===== src/rtl/sls_pkg.sv =====
// Shared types, codes and field widths of the sequential list store.
package sls_pkg;

  localparam int CAPACITY_DEF   = 16;
  localparam int DATA_WIDTH_DEF = 32;

  localparam int ACTION_W = 3;
  localparam int VALUE_W  = 32;
  localparam int INDEX_W  = 4;
  localparam int STATUS_W = 2;
  localparam int FOUND_W  = 4;
  localparam int COUNT_W  = 5;

  typedef enum logic [ACTION_W-1:0] {
    ACT_APPEND  = 3'd0,
    ACT_PREPEND = 3'd1,
    ACT_REMOVE  = 3'd2,
    ACT_SEARCH  = 3'd3,
    ACT_READ    = 3'd4,
    ACT_CLEAR   = 3'd5
  } action_t;

  typedef enum logic [STATUS_W-1:0] {
    STS_OK      = 2'd0,
    STS_FULL    = 2'd1,
    STS_MISSING = 2'd2,
    STS_RANGE   = 2'd3
  } status_t;

  typedef enum logic [2:0] {
    ST_IDLE,
    ST_SCAN,
    ST_SHIFT,
    ST_RDWAIT,
    ST_RESP
  } state_t;

endpackage


===== src/rtl/sls_if.sv =====
// Valid/ready channel interfaces for the request and result beats.
interface sls_in_if;
  logic                                valid;
  logic                                ready;
  logic [sls_pkg::ACTION_W-1:0]        action;
  logic signed [sls_pkg::VALUE_W-1:0]  value;
  logic [sls_pkg::INDEX_W-1:0]         index;

  modport source (output valid, action, value, index, input ready);
  modport sink   (input valid, action, value, index, output ready);
endinterface

interface sls_out_if;
  logic                                valid;
  logic                                ready;
  logic [sls_pkg::STATUS_W-1:0]        status;
  logic [sls_pkg::FOUND_W-1:0]         found_index;
  logic signed [sls_pkg::VALUE_W-1:0]  read_data;
  logic [sls_pkg::COUNT_W-1:0]         count;

  modport source (output valid, status, found_index, read_data, count, input ready);
  modport sink   (input valid, status, found_index, read_data, count, output ready);
endinterface


===== src/rtl/sls_ram.sv =====
// Generic single-write, single-read RAM with a registered read port.
module sls_ram #(
  parameter int WIDTH = sls_pkg::DATA_WIDTH_DEF,
  parameter int DEPTH = sls_pkg::CAPACITY_DEF,
  localparam int AW = (DEPTH > 1) ? $clog2(DEPTH) : 1
) (
  input  logic             clk,
  input  logic             we,
  input  logic [AW-1:0]    waddr,
  input  logic [WIDTH-1:0] wdata,
  input  logic [AW-1:0]    raddr,
  output logic [WIDTH-1:0] rdata
);

  logic [WIDTH-1:0] mem [DEPTH];

  always_ff @(posedge clk) begin
    if (we) begin
      mem[waddr] <= wdata;
    end
    rdata <= mem[raddr];
  end

endmodule


===== src/rtl/sequential_list_store.sv =====
// Top level of the sequential list store: sequencer, fill count and result register.
//
//   channel | dir | beat contents
//   --------+-----+------------------------------------------
//   in_ch   | in  | action, value, index
//   out_ch  | out | status, found_index, read_data, count
//
// Append, clear, the unused codes and requests that fail at once go straight to the response
// state; an in-range read passes the read wait state first. Prepend shifts entries up and
// writes entry 0, search scans to a match or the end, remove scans and shifts later entries
// down, all via the single read port of the entry RAM. One request is in flight at a time;
// a new one is taken while a finished result still waits on out_ch. Reset empties the list.
module sequential_list_store #(
  parameter int CAPACITY   = sls_pkg::CAPACITY_DEF,
  parameter int DATA_WIDTH = sls_pkg::DATA_WIDTH_DEF
) (
  input  logic     clk,
  input  logic     rst_n,
  sls_in_if.sink   in_ch,
  sls_out_if.source out_ch
);

  localparam int AW   = (CAPACITY > 1) ? $clog2(CAPACITY) : 1;
  localparam int CW   = $clog2(CAPACITY + 1);
  localparam int CMPW = (CW > sls_pkg::INDEX_W) ? CW : sls_pkg::INDEX_W;

  sls_pkg::state_t state_r, state_nxt;

  logic [CW-1:0]                      cnt_r, cnt_nxt;
  logic [sls_pkg::ACTION_W-1:0]       act_r, act_nxt;
  logic [DATA_WIDTH-1:0]              val_r, val_nxt;
  logic [AW-1:0]                      src_r, src_nxt;
  logic [AW-1:0]                      dst_r, dst_nxt;
  logic [CW-1:0]                      moves_r, moves_nxt;
  logic                               pend_r, pend_nxt;
  logic [AW-1:0]                      pend_dst_r, pend_dst_nxt;
  logic [CW-1:0]                      scan_r, scan_nxt;
  logic                               cmp_vld_r, cmp_vld_nxt;
  logic [AW-1:0]                      cmp_idx_r, cmp_idx_nxt;
  logic [sls_pkg::STATUS_W-1:0]       res_status_r, res_status_nxt;
  logic [sls_pkg::FOUND_W-1:0]        res_found_r, res_found_nxt;
  logic signed [sls_pkg::VALUE_W-1:0] res_data_r, res_data_nxt;
  logic                               out_valid_r, out_valid_nxt;
  logic [sls_pkg::STATUS_W-1:0]       out_status_r;
  logic [sls_pkg::FOUND_W-1:0]        out_found_r;
  logic signed [sls_pkg::VALUE_W-1:0] out_data_r;
  logic [sls_pkg::COUNT_W-1:0]        out_count_r;

  logic                  ram_we;
  logic [AW-1:0]         ram_waddr;
  logic [DATA_WIDTH-1:0] ram_wdata;
  logic [AW-1:0]         ram_raddr;
  logic [DATA_WIDTH-1:0] ram_rdata;

  logic                  accept;
  logic                  full;
  logic                  empty;
  logic                  in_range;
  logic [DATA_WIDTH-1:0] in_val;
  logic                  match;
  logic                  scan_issue;
  logic                  scan_done;
  logic                  shift_end;
  logic                  out_load;

  sls_ram #(
    .WIDTH (DATA_WIDTH),
    .DEPTH (CAPACITY)
  ) u_ram (
    .clk   (clk),
    .we    (ram_we),
    .waddr (ram_waddr),
    .wdata (ram_wdata),
    .raddr (ram_raddr),
    .rdata (ram_rdata)
  );

  assign in_ch.ready = (state_r == sls_pkg::ST_IDLE);
  assign accept      = in_ch.valid && in_ch.ready;
  assign full        = (cnt_r >= CW'(CAPACITY));
  assign empty       = (cnt_r == '0);
  assign in_range    = (CMPW'(in_ch.index) < CMPW'(cnt_r));
  assign in_val      = DATA_WIDTH'($unsigned(in_ch.value));
  assign match       = cmp_vld_r && (ram_rdata == val_r);
  assign scan_issue  = (scan_r < cnt_r);
  assign scan_done   = !scan_issue && !cmp_vld_r;
  assign shift_end   = !pend_r && (moves_r == '0);
  assign out_load    = (state_r == sls_pkg::ST_RESP) && (!out_valid_r || out_ch.ready);

  always_comb begin
    state_nxt = state_r;
    unique case (state_r)
      sls_pkg::ST_IDLE: begin
        if (accept) begin
          unique case (in_ch.action) inside
            sls_pkg::ACT_PREPEND: begin
              state_nxt = (full || empty) ? sls_pkg::ST_RESP : sls_pkg::ST_SHIFT;
            end
            sls_pkg::ACT_REMOVE, sls_pkg::ACT_SEARCH: begin
              state_nxt = empty ? sls_pkg::ST_RESP : sls_pkg::ST_SCAN;
            end
            sls_pkg::ACT_READ: begin
              state_nxt = in_range ? sls_pkg::ST_RDWAIT : sls_pkg::ST_RESP;
            end
            default: begin
              state_nxt = sls_pkg::ST_RESP;
            end
          endcase
        end
      end
      sls_pkg::ST_SCAN: begin
        if (match) begin
          state_nxt = (act_r == sls_pkg::ACT_REMOVE) ? sls_pkg::ST_SHIFT : sls_pkg::ST_RESP;
        end else if (scan_done) begin
          state_nxt = sls_pkg::ST_RESP;
        end
      end
      sls_pkg::ST_SHIFT: begin
        if (shift_end) begin
          state_nxt = sls_pkg::ST_RESP;
        end
      end
      sls_pkg::ST_RDWAIT: begin
        state_nxt = sls_pkg::ST_RESP;
      end
      sls_pkg::ST_RESP: begin
        if (out_load) begin
          state_nxt = sls_pkg::ST_IDLE;
        end
      end
      default: begin
        state_nxt = sls_pkg::ST_IDLE;
      end
    endcase
  end

  always_comb begin
    cnt_nxt        = cnt_r;
    act_nxt        = act_r;
    val_nxt        = val_r;
    src_nxt        = src_r;
    dst_nxt        = dst_r;
    moves_nxt      = moves_r;
    pend_nxt       = pend_r;
    pend_dst_nxt   = pend_dst_r;
    scan_nxt       = scan_r;
    cmp_vld_nxt    = cmp_vld_r;
    cmp_idx_nxt    = cmp_idx_r;
    res_status_nxt = res_status_r;
    res_found_nxt  = res_found_r;
    res_data_nxt   = res_data_r;
    ram_we         = 1'b0;
    ram_waddr      = pend_dst_r;
    ram_wdata      = ram_rdata;
    ram_raddr      = src_r;
    unique case (state_r)
      sls_pkg::ST_IDLE: begin
        ram_raddr = AW'(in_ch.index);
        if (accept) begin
          act_nxt        = in_ch.action;
          val_nxt        = in_val;
          res_status_nxt = sls_pkg::STS_OK;
          res_found_nxt  = '0;
          res_data_nxt   = '0;
          unique case (in_ch.action) inside
            sls_pkg::ACT_APPEND: begin
              if (full) begin
                res_status_nxt = sls_pkg::STS_FULL;
              end else begin
                ram_we    = 1'b1;
                ram_waddr = AW'(cnt_r);
                ram_wdata = in_val;
                cnt_nxt   = cnt_r + CW'(1);
              end
            end
            sls_pkg::ACT_PREPEND: begin
              if (full) begin
                res_status_nxt = sls_pkg::STS_FULL;
              end else if (empty) begin
                ram_we    = 1'b1;
                ram_waddr = '0;
                ram_wdata = in_val;
                cnt_nxt   = cnt_r + CW'(1);
              end else begin
                src_nxt   = AW'(cnt_r - CW'(1));
                dst_nxt   = AW'(cnt_r);
                moves_nxt = cnt_r;
                pend_nxt  = 1'b0;
              end
            end
            sls_pkg::ACT_REMOVE, sls_pkg::ACT_SEARCH: begin
              if (empty) begin
                res_status_nxt = sls_pkg::STS_MISSING;
              end else begin
                scan_nxt    = '0;
                cmp_vld_nxt = 1'b0;
              end
            end
            sls_pkg::ACT_READ: begin
              if (!in_range) begin
                res_status_nxt = sls_pkg::STS_RANGE;
              end
            end
            sls_pkg::ACT_CLEAR: begin
              cnt_nxt = '0;
            end
            default: begin
            end
          endcase
        end
      end
      sls_pkg::ST_SCAN: begin
        ram_raddr = AW'(scan_r);
        if (scan_issue) begin
          scan_nxt    = scan_r + CW'(1);
          cmp_vld_nxt = 1'b1;
          cmp_idx_nxt = AW'(scan_r);
        end else begin
          cmp_vld_nxt = 1'b0;
        end
        if (match) begin
          cmp_vld_nxt = 1'b0;
          if (act_r == sls_pkg::ACT_REMOVE) begin
            dst_nxt   = cmp_idx_r;
            src_nxt   = cmp_idx_r + AW'(1);
            moves_nxt = cnt_r - CW'(1) - CW'(cmp_idx_r);
            pend_nxt  = 1'b0;
          end else begin
            res_found_nxt = sls_pkg::FOUND_W'(cmp_idx_r);
          end
        end else if (scan_done) begin
          res_status_nxt = sls_pkg::STS_MISSING;
        end
      end
      sls_pkg::ST_SHIFT: begin
        if (moves_r != '0) begin
          moves_nxt    = moves_r - CW'(1);
          pend_nxt     = 1'b1;
          pend_dst_nxt = dst_r;
          if (act_r == sls_pkg::ACT_PREPEND) begin
            src_nxt = src_r - AW'(1);
            dst_nxt = dst_r - AW'(1);
          end else begin
            src_nxt = src_r + AW'(1);
            dst_nxt = dst_r + AW'(1);
          end
        end else begin
          pend_nxt = 1'b0;
        end
        if (pend_r) begin
          ram_we = 1'b1;
        end else if (moves_r == '0) begin
          if (act_r == sls_pkg::ACT_PREPEND) begin
            ram_we    = 1'b1;
            ram_waddr = '0;
            ram_wdata = val_r;
            cnt_nxt   = cnt_r + CW'(1);
          end else begin
            cnt_nxt = cnt_r - CW'(1);
          end
        end
      end
      sls_pkg::ST_RDWAIT: begin
        res_data_nxt = sls_pkg::VALUE_W'($signed(ram_rdata));
      end
      sls_pkg::ST_RESP: begin
      end
      default: begin
      end
    endcase
  end

  always_comb begin
    out_valid_nxt = out_valid_r;
    if (out_load) begin
      out_valid_nxt = 1'b1;
    end else if (out_ch.ready) begin
      out_valid_nxt = 1'b0;
    end
  end

  always_ff @(posedge clk) begin
    if (!rst_n) begin
      state_r     <= sls_pkg::ST_IDLE;
      cnt_r       <= '0;
      pend_r      <= 1'b0;
      cmp_vld_r   <= 1'b0;
      out_valid_r <= 1'b0;
    end else begin
      state_r     <= state_nxt;
      cnt_r       <= cnt_nxt;
      pend_r      <= pend_nxt;
      cmp_vld_r   <= cmp_vld_nxt;
      out_valid_r <= out_valid_nxt;
    end
  end

  always_ff @(posedge clk) begin
    act_r        <= act_nxt;
    val_r        <= val_nxt;
    src_r        <= src_nxt;
    dst_r        <= dst_nxt;
    moves_r      <= moves_nxt;
    pend_dst_r   <= pend_dst_nxt;
    scan_r       <= scan_nxt;
    cmp_idx_r    <= cmp_idx_nxt;
    res_status_r <= res_status_nxt;
    res_found_r  <= res_found_nxt;
    res_data_r   <= res_data_nxt;
    if (out_load) begin
      out_status_r <= res_status_r;
      out_found_r  <= res_found_r;
      out_data_r   <= res_data_r;
      out_count_r  <= sls_pkg::COUNT_W'(cnt_r);
    end
  end

  assign out_ch.valid       = out_valid_r;
  assign out_ch.status      = out_status_r;
  assign out_ch.found_index = out_found_r;
  assign out_ch.read_data   = out_data_r;
  assign out_ch.count       = out_count_r;

  a_count_bound: assert property (@(posedge clk) disable iff (!rst_n)
    cnt_r <= CW'(CAPACITY))
    else $error("Fill count exceeds the capacity.");

  a_shift_no_overlap: assert property (@(posedge clk) disable iff (!rst_n)
    (state_r == sls_pkg::ST_SHIFT && pend_r && moves_r != '0) |-> ram_waddr != ram_raddr)
    else $error("Shift reads and writes the same entry in one cycle.");

  a_result_from_resp: assert property (@(posedge clk) disable iff (!rst_n)
    $rose(out_valid_r) |-> $past(state_r) == sls_pkg::ST_RESP)
    else $error("Result beat raised outside the response state.");

  a_append_counts: assert property (@(posedge clk) disable iff (!rst_n)
    (accept && in_ch.action == sls_pkg::ACT_APPEND && !full) |=> cnt_r == $past(cnt_r) + CW'(1))
    else $error("Append did not advance the fill count.");

  a_clear_empties: assert property (@(posedge clk) disable iff (!rst_n)
    (accept && in_ch.action == sls_pkg::ACT_CLEAR) |=> cnt_r == '0)
    else $error("Clear left entries in the list.");

endmodule

===== src/flat_wrapper.sv =====
// flat-port wrapper written by rule: the top's interface ports become plain ports
module sequential_list_store_flat 
#(
  parameter int CAPACITY   = sls_pkg::CAPACITY_DEF,
  parameter int DATA_WIDTH = sls_pkg::DATA_WIDTH_DEF
)
  (clk, rst_n, in_ch_valid, in_ch_action, in_ch_value, in_ch_index, in_ch_ready, out_ch_valid, out_ch_status, out_ch_found_index, out_ch_read_data, out_ch_count, out_ch_ready);
  sls_in_if in_ch_i ();
  sls_out_if out_ch_i ();
  input  logic clk;
  input  logic rst_n;
  input wire logic [$bits(in_ch_i.valid)-1:0] in_ch_valid;
  input wire logic [$bits(in_ch_i.action)-1:0] in_ch_action;
  input wire logic [$bits(in_ch_i.value)-1:0] in_ch_value;
  input wire logic [$bits(in_ch_i.index)-1:0] in_ch_index;
  output wire logic [$bits(in_ch_i.ready)-1:0] in_ch_ready;
  output wire logic [$bits(out_ch_i.valid)-1:0] out_ch_valid;
  output wire logic [$bits(out_ch_i.status)-1:0] out_ch_status;
  output wire logic [$bits(out_ch_i.found_index)-1:0] out_ch_found_index;
  output wire logic [$bits(out_ch_i.read_data)-1:0] out_ch_read_data;
  output wire logic [$bits(out_ch_i.count)-1:0] out_ch_count;
  input wire logic [$bits(out_ch_i.ready)-1:0] out_ch_ready;
  assign in_ch_i.valid = in_ch_valid;
  assign in_ch_i.action = in_ch_action;
  assign in_ch_i.value = in_ch_value;
  assign in_ch_i.index = in_ch_index;
  assign in_ch_ready = in_ch_i.ready;
  assign out_ch_valid = out_ch_i.valid;
  assign out_ch_status = out_ch_i.status;
  assign out_ch_found_index = out_ch_i.found_index;
  assign out_ch_read_data = out_ch_i.read_data;
  assign out_ch_count = out_ch_i.count;
  assign out_ch_i.ready = out_ch_ready;
  sequential_list_store #(.CAPACITY(CAPACITY), .DATA_WIDTH(DATA_WIDTH)) u_core (.clk(clk), .rst_n(rst_n), .in_ch(in_ch_i), .out_ch(out_ch_i));
endmodule

===== config.mk =====
export PLATFORM = sky130hd
export DESIGN_NAME = sequential_list_store_flat
export DESIGN_NICKNAME = d
export VERILOG_FILES = /design/src/rtl/sls_pkg.sv /design/src/rtl/sls_if.sv /design/src/rtl/sls_ram.sv /design/src/rtl/sequential_list_store.sv /design/src/flat_wrapper.sv
export SDC_FILE = /design/constraint.sdc
export NUM_CORES = 1
export LEC_CHECK = 0
export ABC_AREA = 1
export BUFFER_PORTS_ARGS = -buffer_cell sky130_fd_sc_hd__buf_2
export CAP_MARGIN = 20
export CORE_MARGIN = 2
export CORE_UTILIZATION = 26
export DETAILED_ROUTE_END_ITERATION = 12
export SYNTH_ARGS = -nofsm -noshare
export SYNTH_HDL_FRONTEND = slang
export SYNTH_SLANG_ARGS = --single-unit

===== constraint.sdc =====
create_clock -name clk -period 15.25 [get_ports clk]
set_clock_uncertainty 0.2 [all_clocks]
set_input_delay 1.525 -clock clk [delete_from_list [all_inputs] [get_ports clk]]
set_output_delay 1.525 -clock clk [all_outputs]
set_load 0.02 [all_outputs]

# After elaboration in Yosys (flattened, before gate mapping)
# Memory sizes are Yosys's and may differ from the RTL's. A register that Yosys moved wholly into a read port is not among the register bits.
# Cells that the tools add are included.
dict set report word_totals {
  ff_bits 153
  latchBits 0
  ramBits 512
  mem_bits_ro 0
  in_bits 43
  wordCells 212
  n_memories 1
}
# memory words word_bits rd rd_ports_with_merged_regs write_ports line
set mem_list {}
lappend mem_list {u_core.u_ram.mem 16 32 1 1 1 sls_ram.sv:15} ;# logic [WIDTH-1:0] mem [DEPTH];
dict set report op_classes {
  add_sub_neg 10
  n_mul 0
  n_div 0
  order_cmp 3
  n_eq_ne 33
  n_shift 0
  muxes 110
  bitwise 0
  reduce_logical 35
}
# operator count
set op_table {}
lappend op_table {{two-way mux 32 bit} 8}
lappend op_table {{one-hot mux 32 bit (2 select lines)} 3}
lappend op_table {{two-way mux 4 bit} 26}
lappend op_table {{two-way mux 5 bit} 18}
lappend op_table {{== test 32 bit} 1}
lappend op_table {{one-hot mux 4 bit (2 select lines)} 4}
lappend op_table {{one-hot mux 5 bit (3 select lines)} 2}
lappend op_table {{two-way mux 3 bit} 9}
lappend op_table {{one-hot mux 4 bit (3 select lines)} 2}
lappend op_table {{two-way mux 1 bit} 23}
lappend op_table {{one-hot mux 5 bit (2 select lines)} 2}
lappend op_table {{!= test 2 x 1 -> 1 bit (second input constant)} 8}
lappend op_table {{!= test 2 bit (second input constant)} 8}
lappend op_table {{AND reduction 4 bit} 4}
lappend op_table {{AND reduction 8 bit} 2}
lappend op_table {{== test 3 x 2 -> 1 bit (second input constant)} 5}
lappend op_table {{one-hot mux 3 bit (5 select lines)} 1}
lappend op_table {{adder 4 x 1 -> 4 bit (second input constant)} 3}
lappend op_table {{adder 5 x 1 -> 5 bit (second input constant)} 2}
lappend op_table {{zero test 5 bit} 2}
lappend op_table {{two-way mux 2 bit} 5}
lappend op_table {{subtractor 5 x 1 -> 5 bit (second input constant)} 2}
lappend op_table {{== test 3 x 1 -> 1 bit (second input constant)} 3}
lappend op_table {{== test 3 bit (second input constant)} 3}
lappend op_table {{24 further kinds} 45}

# Depth between registers and ports, before layout
dict set report logic_depth {
  ltp_word 8
  depth_mapped 13
}

# By module
# A second synthesis with hierarchy kept.
dict set report hier_totals {
  cells_unflattened 3029
  hier_area_um2 31051.0
}
# module instances cells_each area_each_um2 seq_area_each_um2
set by_module_without_submodules {}
lappend by_module_without_submodules {sls_ram 1 2120 22730.6 16015.4}
lappend by_module_without_submodules {sequential_list_store 1 909 8320.5 4484.3}

# Least setup slack after synthesis
# No wires, ideal clock.
dict set report synth_path {
  kind {input-to-reg}
  start {in out_ch_ready}
  end {reg u_core.out_count_r, in the netlist u_core.out_ch.count[0], enable pin}
  t_arrival_ns 5.666
  setup_slack_ns 8.833
  path_stages 2
  path_buffers 0
  cell_sequence {nor2_1 -> nor4_1}
}
dict set report synth_via {
  elab_chain_cells 2
}
# element line
set synth_lines {}
lappend synth_lines {{start, declared} flat_wrapper.sv:22} ;# input wire logic [$bits(out_ch_i.ready)-1:0] out_ch_ready;
lappend synth_lines {{logical OR 1 bit} sequential_list_store.sv:88} ;# assign out_load = (state_r == sls_pkg::ST_RESP) && (!out_valid_r || out_ch.ready);
lappend synth_lines {{logical AND 1 bit} sequential_list_store.sv:88}
lappend synth_lines {{named net u_core.out_load} sequential_list_store.sv:64} ;# logic out_load;
lappend synth_lines {{end signal, assigned} sequential_list_store.sv:314} ;# out_count_r <= sls_pkg::COUNT_W'(cnt_r);
lappend synth_lines {{end, declared} sequential_list_store.sv:47} ;# logic [sls_pkg::COUNT_W-1:0] out_count_r;
# The timed path passes the listed nets, and every way through them passes these cells.
# A chain may end at the register's enable or synchronous reset.

# Final worst setup path
dict set report layout_path {
  start {in in_ch_valid}
  end {mem u_core.u_ram.mem[6][8] (netlist name), enable pin}
}
dict set report layout_via {
  elab_chain_cells 5
  elab_cells_between_ends 7
  cone_classes {mux (6); reduce/logical (1)}
}
# element line
set layout_lines {}
lappend layout_lines {{start, declared} flat_wrapper.sv:12} ;# input wire logic [$bits(in_ch_i.valid)-1:0] in_ch_valid;
lappend layout_lines {{logical AND 1 bit (*)} sequential_list_store.sv:79} ;# assign accept = in_ch.valid && in_ch.ready;
lappend layout_lines {{two-way mux 1 bit} sequential_list_store.sv:159} ;# if (accept) begin
lappend layout_lines {{one-hot mux 1 bit (2 select lines)} sequential_list_store.sv:156} ;# unique case (state_r)
lappend layout_lines {{two-way mux 1 bit} sls_ram.sv:18} ;# if (we) begin
lappend layout_lines {{two-way mux 1 bit (implied by the code)} sls_ram.sv:19} ;# mem[waddr] <= wdata;
lappend layout_lines {{end, declared} sls_ram.sv:15}
# Mark *: on every way between the ends. The rest lies on a longest branch, timed or not.

==> impl_results.md <==
- CTS root buf: clkbuf_16
- Max Fclk: 211 MHz
- R2R cell count: 12
- Most numerous cell in the Yosys netlist: edfxtp_1
- Unique masters post-synth: 37
- Drt wl/cell: 18.0 µm
- Gpl congestion: 0.867
- Crit. path cell count: 14
- Setup repair bufs after CTS: 0
- Area share of the largest cell type after synthesis: 0.664
- Post-Synthesis Cells: 2539
- Max-cap violation count: 0
- Delay of the slowest cell on the worst path: 0.51 ns
- TritonRoute pass-1 iters: 5
- Critical Path, Cell by Cell: buf_2 > inv_1 > nor2_4 > buf_4 > inv_1 > nor2_4 > buf_4 > o22ai_1 > nand2_1 > o21ai_0 > inv_1 > nand2_1 > nor2_4 > buf_4
- Vert. Die Dim: 341 µm
- Fin Setup TNS: 0 ns
- CP endpoint kind: flip-flop
- Global-route wire length before repair: 114 mm
- Primary FF master, synth: edfxtp_1
- Relative slew slack: 0.301
- Syn_nets: 2606
- Initial drt markers: 1662
- Vias/cell: 4.57
- Seq cells post-synth: 697
- Maximum root-to-sink buffer count: 3
- P_leak: 12.8 nW
- Avg Cell Area, Syn: 11.7 µm²
- CTS Sinks: 697
- Port Buffer Count: 87
- PwrDens: 220 nW/µm²
- Antenna fix cells: 0
- CTS tree: yes
- Pins over their slew limit: 0
- Initial antenna violation count: 0
- Final nets: 2707
- Kind of critical path: in -> reg
- Maximum vdd drop: 160 µV
- Routed via count: 19.2k
- Status: finished clean
- Clock slew at reported path FFs: 0.06 ns
- Hpwl dp: 46.7 mm
- Worst hold slack: 0.206 ns
- Area growth, synth to finish: 16.3%
- Final hold vios: 0
- Filler cells: 11.4k
- RSZ-0062 raised after global routing: false
- Die Area: 116000 µm²
- # setup viols final: 0
- Reg2reg setup slack: 10.57 ns
- Post-synth EDFFs: 654
- Synthesized cell area: 29600 µm²
- Synth warn: 0
- CTS Buf Count: 69
- CP max stage cell: nor2_4
- Grt ovf: 0
- Die X: 341 µm
- Vias in the first global route: 18.5k
- CP top delay family: buffers and inverters
- Seq/Total Area, Yosys: 0.693
- Initial Util: 0.263
- Hold Crit Class: reg -> reg
- Ys async rst share: 0
- Slew @ Worst Pin: 1.05 ns
- Worst Path Arrival: 4.80 ns
- WP buf/inv: 7
- Synth area leader: edfxtp_1
- Tcrit/Tclk final: 0.311
- Pin count of the biggest net entering global routing: 189
- H-Tree Depth: 3
- Min Tclk post-route: 4.74 ns
- All-Layer GR Usage: 0.127
- Largest cells by area after synthesis: edfxtp_1, o211ai_1, nand2_1, inv_1, nand3_1
- Worst Hold Path Cells: 0
- Core area: 113000 µm²
- Worst Path Required: 15.32 ns
- Cts hold-fix bufs: 0
- Post_cts resized: 0
- Critical Path Fanout Max: 66
- Total wire length: 75.3 mm
- Layout cell share with drive strength beyond 1: 0.110
- Most instantiated cells after synthesis: edfxtp_1, nand2_1, inv_1, o211ai_1, nand3_1
- Remaining DRCs: 0
- Cell Rows: 123
- Crit start category: primary input
- Antenna viol nets, final: 0
- I/O pin count: 88
- Later-pin clock latency in the skew report: 0.63 ns
[state kept, by name, indices dropped and copies added (netlist names), 5 cells and up]
register                 flops
u_core.cnt_r                 5
u_core.moves_r               5
u_core.out_ch.count          5
u_core.out_ch.read_data     32
u_core.res_data_r           32
u_core.scan_r                5
u_core.u_ram.mem           512
u_core.u_ram.rdata          32
u_core.val_r                32
[path summary, 6_finish.rpt]
check                                 to                   from
max               u_core.u_ram.mem[6][8]            in_ch_valid
min          u_core.out_ch.read_data[19]  u_core.res_data_r[19]
max reg2reg        u_core.u_ram.rdata[8]      u_core.state_r[1]
min reg2reg  u_core.out_ch.read_data[19]  u_core.res_data_r[19]
[power by group]
| part | total, W | switching [W] | internal [W] |
|---|---|---|---|
| Sequential | 0.00290 | 0.000123 | 0.00278 |
| Clock | 0.00175 | 0.000751 | 0.00100 |
| Combinational | 0.00290 | 0.00211 | 0.000795 |
[metal layers]
layer / wire (µm) / track usage / vias to the layer above
li1: - / - / 9116
met1: 32800 / 0.167 / 9289
met2: 36100 / 0.211 / 641
met3: 4630 / 0.0233 / 116
met4: 1860 / 0.0421 / 0
met5: 0 / 0 / -
[through the flow]
| stage | total power [W] | cell area, µm² | util | worst slack (ns) | cells |
|---|---|---|---|---|---|
| after floorplan | 0.00476 | 29600 | - | 8.83 | 2539 |
| after global routing | 0.00798 | 34400 | 0.305 | 10.22 | 4194 |
| after CTS | 0.00756 | 34300 | 0.305 | 9.93 | 4188 |
| after global placement | 0.00574 | 32000 | 0.284 | 9.86 | 4057 |
| final | 0.00756 | 34400 | 0.305 | 10.51 | 4194 |
| after detailed placement | 0.00580 | 32000 | 0.284 | 9.81 | 4063 |
[layout make-up]
cell class              count  area [µm²]  area share
flip-flops and latches    697       20500       0.596
multi-input cells        1325        7220       0.210
well taps                1500        1880      0.0546
clock buffers              83        1820      0.0529
inverters                 389        1460      0.0425
repair buffers            158        1020      0.0297
clock inverters            42         490      0.0143
[cell families after synthesis]
kind of cell,share of synthesized area
DFF,0.693
adders and majority gates,0.0109
buffers and inverters,0.0697
and+or+nand+nor,0.123
xor gates and xnor gates,0.00711
AOI/OAI and AO/OA,0.0959
[cells in the final DEF (no fill, tap or decap), types with 43 or more instances in the layout]
master and instances:
dfxtp_1 43, o211ai_1 267, nor2_1 93, nand2_1 509, buf_2 87, inv_1 385
buf_4 68, edfxtp_1 654, clkbuf_16 70, o21ai_0 59, nand3_1 225
(Power assumes the default switching activity.)
